File: config.mk
export PLATFORM = sky130hd
export DESIGN_NAME = sensor_packet_deframer_top
export DESIGN_NICKNAME = d
export VERILOG_FILES = /design/src/rtl/core/spd_pkg.sv /design/src/rtl/core/sensor_packet_deframer_top.sv
export SDC_FILE = /design/constraint.sdc
export NUM_CORES = 1
export LEC_CHECK = 0
export ABC_CLOCK_PERIOD_IN_PS = 3400
export BUFFER_PORTS_ARGS = -buffer_cell sky130_fd_sc_hd__buf_2
export CORE_ASPECT_RATIO = 0.6
export CORE_MARGIN = 5
export CORE_UTILIZATION = 52
export CTS_CLUSTER_SIZE = 28
export DETAILED_ROUTE_END_ITERATION = 12
export PLACE_DENSITY = 0.8
export REMOVE_ABC_BUFFERS = 1
export SYNTH_ARGS = -nofsm -noshare
export SYNTH_HDL_FRONTEND = slang
export SYNTH_SLANG_ARGS = --single-unit
export TNS_END_PERCENT = 50
File: constraint.sdc
create_clock -name clk -period 3.4 [get_ports clk]
set_clock_uncertainty 0.05 [all_clocks]
set_input_delay 0 -clock clk [delete_from_list [all_inputs] [get_ports clk]]
set_output_delay 0 -clock clk [all_outputs]
set_load 0.01 [all_outputs]
File: src/rtl/core/spd_pkg.sv
package spd_pkg;

  localparam int unsigned FRAME_LEN  = 15;
  localparam int unsigned COUNT_SAT  = 16;
  localparam int unsigned POS_CHECK  = 13;
  localparam int unsigned POS_END    = 14;
  localparam int unsigned COUNT_W    = 5;

  localparam logic [7:0] START_BYTE  = 8'h00;
  localparam logic [7:0] LEN_BYTE    = 8'h0F;
  localparam logic [7:0] END_BYTE    = 8'hFF;

  typedef enum logic [1:0] {
    ST_OK    = 2'd0,
    ST_COUNT = 2'd1,
    ST_BAD   = 2'd2
  } status_t;

  typedef struct packed {
    logic [7:0] data_byte;
    logic       end_of_line;
  } in_word_t;

  typedef struct packed {
    status_t     status;
    logic [7:0]  node_id;
    logic [31:0] timestamp;
    logic [31:0] average_bits;
    logic [15:0] aqi_value;
  } out_word_t;

endpackage

File: src/rtl/core/sensor_packet_deframer_top.sv
// sensor frame deframer
// in_word carries one byte of a line plus an end-of-line flag; a line should
// be a 15-byte frame: 0x00, 0x0F, node id, 4-byte timestamp, 4-byte average,
// 2-byte aqi, checksum byte, 0xFF. out_word gives one result per line end:
// status (ok, wrong byte count, bad header/checksum/end byte) and the fields,
// which are zero unless the status is ok.
// throughput: one byte per cycle while in_ready is high, set by the count
// and 8-bit sum update on the line state registers.
// the result for a line appears in the output register in the cycle after
// its last byte is accepted.
// when the receiver stalls, bytes that do not end a line are still taken;
// a line-ending byte waits until the output register is free or is being
// emptied in the same cycle.
// reset (rst_n low, synchronous) clears the line state and empties the
// output register.
module sensor_packet_deframer_top
  import spd_pkg::*;
(
  input  logic      clk,
  input  logic      rst_n,
  input  logic      in_valid,
  output logic      in_ready,
  input  in_word_t  in_word,
  output logic      out_valid,
  input  logic      out_ready,
  output out_word_t out_word
);

  logic [COUNT_W-1:0] count_r, count_nxt;
  logic [7:0]         sum_r, sum_nxt;
  logic               good_r, good_nxt;
  logic [7:0]         id_r, id_nxt;
  logic [31:0]        time_r, time_nxt;
  logic [31:0]        avg_r, avg_nxt;
  logic [15:0]        aqi_r, aqi_nxt;
  logic               out_valid_r, out_valid_nxt;
  out_word_t          out_word_r, out_word_nxt;

  logic               accept;
  logic [7:0]         b;
  logic [7:0]         check_sum;

  assign b         = in_word.data_byte;
  assign check_sum = sum_r + b;
  assign in_ready  = out_ready || !out_valid_r || !in_word.end_of_line;
  assign accept    = in_valid && in_ready;
  assign out_valid = out_valid_r;
  assign out_word  = out_word_r;

  // per-byte line state update
  always_comb begin
    sum_nxt  = sum_r;
    good_nxt = good_r;
    id_nxt   = id_r;
    time_nxt = time_r;
    avg_nxt  = avg_r;
    aqi_nxt  = aqi_r;
    if (count_r <= COUNT_W'(POS_CHECK - 1)) begin
      sum_nxt = check_sum;
    end
    case (count_r) inside
      5'd0: begin
        if (b != START_BYTE) good_nxt = 1'b0;
      end
      5'd1: begin
        if (b != LEN_BYTE) good_nxt = 1'b0;
      end
      5'd2: begin
        id_nxt = b;
      end
      [5'd3:5'd6]: begin
        time_nxt = {time_r[23:0], b};
      end
      [5'd7:5'd10]: begin
        avg_nxt = {avg_r[23:0], b};
      end
      [5'd11:5'd12]: begin
        aqi_nxt = {aqi_r[7:0], b};
      end
      COUNT_W'(POS_CHECK): begin
        if (check_sum != 8'd0) good_nxt = 1'b0;
      end
      COUNT_W'(POS_END): begin
        if (b != END_BYTE) good_nxt = 1'b0;
      end
      default: begin
      end
    endcase
    count_nxt = (count_r < COUNT_W'(COUNT_SAT)) ? count_r + 1'b1 : COUNT_W'(COUNT_SAT);
  end

  // result for a line-ending byte
  always_comb begin
    out_valid_nxt = out_valid_r && !out_ready;
    out_word_nxt  = out_word_r;
    if (accept && in_word.end_of_line) begin
      out_valid_nxt = 1'b1;
      out_word_nxt  = '0;
      if (count_nxt != COUNT_W'(FRAME_LEN)) begin
        out_word_nxt.status = ST_COUNT;
      end else if (!good_nxt) begin
        out_word_nxt.status = ST_BAD;
      end else begin
        out_word_nxt.status       = ST_OK;
        out_word_nxt.node_id      = id_nxt;
        out_word_nxt.timestamp    = time_nxt;
        out_word_nxt.average_bits = avg_nxt;
        out_word_nxt.aqi_value    = aqi_nxt;
      end
    end
  end

  always_ff @(posedge clk) begin
    if (!rst_n) begin
      count_r     <= '0;
      sum_r       <= '0;
      good_r      <= 1'b1;
      id_r        <= '0;
      time_r      <= '0;
      avg_r       <= '0;
      aqi_r       <= '0;
      out_valid_r <= 1'b0;
    end else begin
      out_valid_r <= out_valid_nxt;
      if (accept) begin
        if (in_word.end_of_line) begin
          count_r <= '0;
          sum_r   <= '0;
          good_r  <= 1'b1;
          id_r    <= '0;
          time_r  <= '0;
          avg_r   <= '0;
          aqi_r   <= '0;
        end else begin
          count_r <= count_nxt;
          sum_r   <= sum_nxt;
          good_r  <= good_nxt;
          id_r    <= id_nxt;
          time_r  <= time_nxt;
          avg_r   <= avg_nxt;
          aqi_r   <= aqi_nxt;
        end
      end
    end
  end

  always_ff @(posedge clk) begin
    out_word_r <= out_word_nxt;
  end

endmodule
# [Yosys cells after proc, flatten, opt, wreduce, memory -nomap -nowiden]
# Cells that the tools add are included.
[word_totals] ff_bits=193 in_bits=13 output_inout_bits=92
[op_classes] n_addsub=2 order_cmp=7 eq_ne=7 n_mux=41 bitwise_logic=1 reduce_logical=17
[ops] cell="$mux W32" count=11
[ops] cell="$mux W16" count=7
[ops] cell="$mux W8" count=6
[ops] cell="$reduce_bool A8 Y1" count=2
[ops] cell="$mux W1" count=14
[ops] cell="$eq A5 B4 Y1 const B" count=2
[ops] cell="$le A5 B4 Y1 const B" count=2
[ops] cell="$mux W5" count=2
[ops] cell="$add A8 B8 Y8" count=1
[ops] cell="$ne A8 B4 Y1 const B" count=1
[ops] cell="$ne A8 B8 Y1 const B" count=1
[ops] cell="$logic_and A1 B1 Y1" count=6
[ops] cell="$add A5 B1 Y5 const B" count=1
[ops] cell="$eq A5 B1 Y1 const B" count=1
[ops] cell="$eq A5 B2 Y1 const B" count=1
[ops] cell="$ge A5 B2 Y1 const B" count=1
[ops] cell="$ge A5 B3 Y1 const B" count=1
[ops] cell="$ge A5 B4 Y1 const B" count=1
[ops] cell="$le A5 B3 Y1 const B" count=1
[ops] cell="$logic_not A5 Y1" count=1
[ops] cell="$lt A5 B5 Y1 const B" count=1
[ops] cell="$ne A5 B4 Y1 const B" count=1
[ops] cell="$logic_not A1 Y1" count=3
[ops] cell="$logic_or A1 B1 Y1" count=2
[ops] cell="5 further kinds" count=5

# [Longest topological paths before layout]
[depth] word_depth=12 depth_mapped=10

# [Least setup slack after synthesis]
# OpenSTA, ideal clock, no wires.
[synth_path] kind="input to register" from="input in_word[0] in the netlist's numbering" to="register out_word_r, in the netlist out_word[0], enable pin" arrival_time_ps=2746 path_slack_ps=144 stages=3 cell_sequence="clkbuf_1 > clkbuf_1 > and3_1"
[synth_between] elab_chain_len=4
[synth_lines] element="start, declared" line="sensor_packet_deframer_top.sv:23" rtl="input in_word_t in_word,"
[synth_lines] element="$logic_not A1 Y1" line="sensor_packet_deframer_top.sv:45" rtl="assign in_ready = out_ready || !out_valid_r || !in_word.end_of_line;"
[synth_lines] element="$logic_or A1 B1 Y1" line="sensor_packet_deframer_top.sv:45"
[synth_lines] element="$logic_and A1 B1 Y1" line="sensor_packet_deframer_top.sv:46" rtl="assign accept = in_valid && in_ready;"
[synth_lines] element="$logic_and A1 B1 Y1 *" line="sensor_packet_deframer_top.sv:96" rtl="if (accept && in_word.end_of_line) begin"
[synth_lines] element="end signal, assigned" line="sensor_packet_deframer_top.sv:148" rtl="out_word_r <= out_word_nxt;"
[synth_lines] element="end, declared" line="sensor_packet_deframer_top.sv:37" rtl="out_word_t out_word_r, out_word_nxt;"
# Every way passes the cells marked *; elsewhere a longest branch is shown, timed or not.
# A chain may end at the register's enable or synchronous reset.

# [Worst setup path after layout]
[layout_path] from="input in_word[1] in the netlist's numbering" to="register out_word_r, in the netlist out_word[1] (data pin)"
[layout_between] elab_chain_len=12 word_cells_on_any_way=19 classes_between="add/sub: 1; eq/ne: 2; mux: 12; bitwise: 1; reduce/logical: 3"
[layout_lines] element="$add A8 B8 Y8 or $ne A8 B8 Y1 (tied branches)" line="sensor_packet_deframer_top.sv:44, sensor_packet_deframer_top.sv:84"
[layout_lines] element="$reduce_bool A8 Y1 or $mux W1 (tied branches)" line="sensor_packet_deframer_top.sv:81, sensor_packet_deframer_top.sv:84"
[layout_lines] element="$mux W1 (on tied branches)" line="sensor_packet_deframer_top.sv:81, sensor_packet_deframer_top.sv:61"
[layout_lines] element="$mux W1 (6 in a row)" line="sensor_packet_deframer_top.sv:61" rtl="case (count_r) inside"
[layout_lines] element="$mux W1 *" line="sensor_packet_deframer_top.sv:61"
[layout_lines] element="$not A1 Y1 (no source line) *"
[layout_lines] element="$reduce_or A2 Y1 (no source line) *"
# Marks and branches as above.

==> metrics <==
status finished, final reports clean; fin crit share 89.7%; register area 4760 sq um; post-synth top area cell edfxtp_1; area of the mapped netlist 8510 sq um; largest family of logic cells by synthesized area simple AND/OR/NAND/NOR gates; R2R cell count 9; simple-gate area share of the yosys netlist 18.1%; minimum clock period 3.05 ns; final global-route overflow total 0; vias in the first global route 6091; Post-Route WL 19.6 mm; Synth-to-Final Area Change 16.8%; critical path type primary input to flip-flop; Fin. Hold Viols 0; Worst EP arrival 3.17 ns; drt drc 0; critical hold path startpoint in_word[7]; Seq/Total Area, Yosys 56.0%; gpl congestion 0.909; synth top area cells edfxtp_1 32%, dfxtp_1 24%, a22oi_1 8.4%; Critical Path RT 3.53 ns; die span in y 109 microns; r2r setup slk 0.39 ns; nets 911; Hold EP out_word[54]; DRT Pass-1 Iters 7; fillers 1300; antenna violations before repair 0; Final Max Tran Viols 0; mux cell area share after synthesis 6.72%; CORE AREA 16100 sq um; clock sinks 193; Port Buffer Count 104; TritonCTS clock tree yes; dpl hpwl 12.6 mm; Synth Area in XOR/XNOR 0.309%; worst setup margin 0.351 ns; Synth top area share 31.8%; RSZ-0062 raised after global routing no; post-synthesis compound-gate area fraction 14.0%; critical-path maximum fanout 25; syn_area_per_cell 10.8 sq um; CTS max path bufs 2; Power per Cell Area 483 nW/um^2; Hold/Removal Path Class primary input to flip-flop; ratio of cells with drive above 1 in the final layout 18.6%; Initial DRC Count 571; first-pass GRT wire length 31.7 mm; overall power 4800 uW; Setup WS pre-CTS 0.439 ns; ys flop type dfxtp_1; IO Count 105; reg2reg end out_word[1]; Post-synth ARST share 0%; Post-Synth Adder-Cell Area 1.85%; Slew headroom 32.2%; Yosys Warn Count 0; multi-input logic area 3530 sq um; largest net degree at the start of global routing 65; Syn Inst Count 791; Leak 0.00321 uW; Worst-Margin Slew 1.01 ns; Root Driver clkbuf_16; Clock Latency Late Sink 0.43 ns; # rows 36; hold_ws 0.0263 ns; crit end category flip-flop; WL/cell 17.6 microns; RR Startpoint sum_r[0]; die area 19100 sq um; Startpoint Class primary input; synth cell count leaders 110 x nor2b_1, 103 x dfxtp_1, 95 x a22oi_1, 90 x edfxtp_1, 71 x nand2_1; vias per std cell 5.78; postcts setup bufs 0; WHS Path Cells 3; chip width 175 microns; Post-synth EDFFs 90; Antenna Nets Post-Route 0; Seq cells post-synth 193; via count 6403; total CTS buffers 17; CP startpoint in_word[1]; Clock transition at path regs 0.08 ns; number of max-cap violations 0; Starting Density 52.8%; final setup vio count 0; Antenna Cells 0; Yosys cell types 54; count leader, synth nor2b_1; Total GRT Usage 20.6%; VDD IR max 0.000333 V; Fmax achieved 328 MHz; htree depth 4
## power breakdown
group	leakage, uW	internal [uW]	switching [uW]
sequential	0.00166	2470	17.8
clock	0.000297	1000	1010
combinational	0.00126	108	192
## area by class of cell
type | count | share of cell area, %
clock buffers | 17 | 4.28
clock inverters | 15 | 1.91
inverters | 5 | 0.189
multi-input cells | 541 | 35.5
flip-flops and latches | 193 | 47.9
well taps | 209 | 2.63
repair buffers | 128 | 7.58
## layer usage
metal | routed length [microns] | vias to the layer above | GRT usage [%]
met3 | 1200 | 20 | 4.19
met4 | 174 | 0 | 4.31
met2 | 8970 | 208 | 32.7
met5 | 0 | - | 0
met1 | 9210 | 3130 | 29.6
li1 | - | 3045 | -
## cells by family after synthesis
family | count (synthesis)
buf+inv | 57
flops | 193
simple gates | 299
fa+ha+maj | 12
compound gates | 170
mux | 57
xor+xnor | 3
## placed cells by master (no fill, tap or decap), drive strengths merged, types with 12 or more instances in the layout
master / n
clkbuf: 17
mux2i: 56
dfxtp: 103
nor2b: 110
nand2: 71
nor2: 70
a22oi: 95
a21oi: 39
edfxtp: 90
o21ai: 12
buf: 122
## per-stage QoR
| stage | std cells | util [%] | setup TNS [ns] | instance area (sq um) |
|---|---|---|---|---|
| after floorplan | 739 | - | -114.42 | 8270 |
| after global placement | 1070 | 57.5 | 0 | 9270 |
| after detailed placement | 1070 | 57.5 | 0 | 9270 |
| after CTS | 1108 | 61.6 | 0 | 9940 |
| after global routing | 1108 | 61.6 | 0 | 9940 |
| final | 1108 | 61.6 | 0 | 9940 |
## sequential cells by signal, summed over array words and instances (netlist names)
name / flops
time_r: 32
count_r: 5
out_valid: 1
sum_r: 8
good_r: 1
avg_r: 32
aqi_r: 16
id_r: 8
out_word: 90
## how the worst max path moves through the flow
stage,slack (ns),cells after the start,end
4_1_cts,0.40,11,out_word[1]
3_5_place_dp,0.44,9,out_word[64]
2_1_floorplan,-0.87,8,time_r[0]
5_1_grt,0.20,11,out_word[12]
6_report,0.35,11,out_word[1]
3_3_place_gp,0.50,9,out_word[16]
## critical path, stage by stage
cell           delay (ns)
dlygate4sd3_1        0.52
buf_2                0.21
ha_1                 0.28
fa_1                 0.42
a211o_1              0.31
and3_1               0.20
o311ai_1             0.49
a2111oi_2            0.10
a2bb2oi_4            0.22
buf_4                0.31
nor2_1               0.10
## timing repair
action / 4_1_cts / 5_1_grt
hold buffers: 6 / 0
gates resized for setup: 0 / 0
hold endpoints to repair: 4 / 0
(Power assumes the default switching activity.)
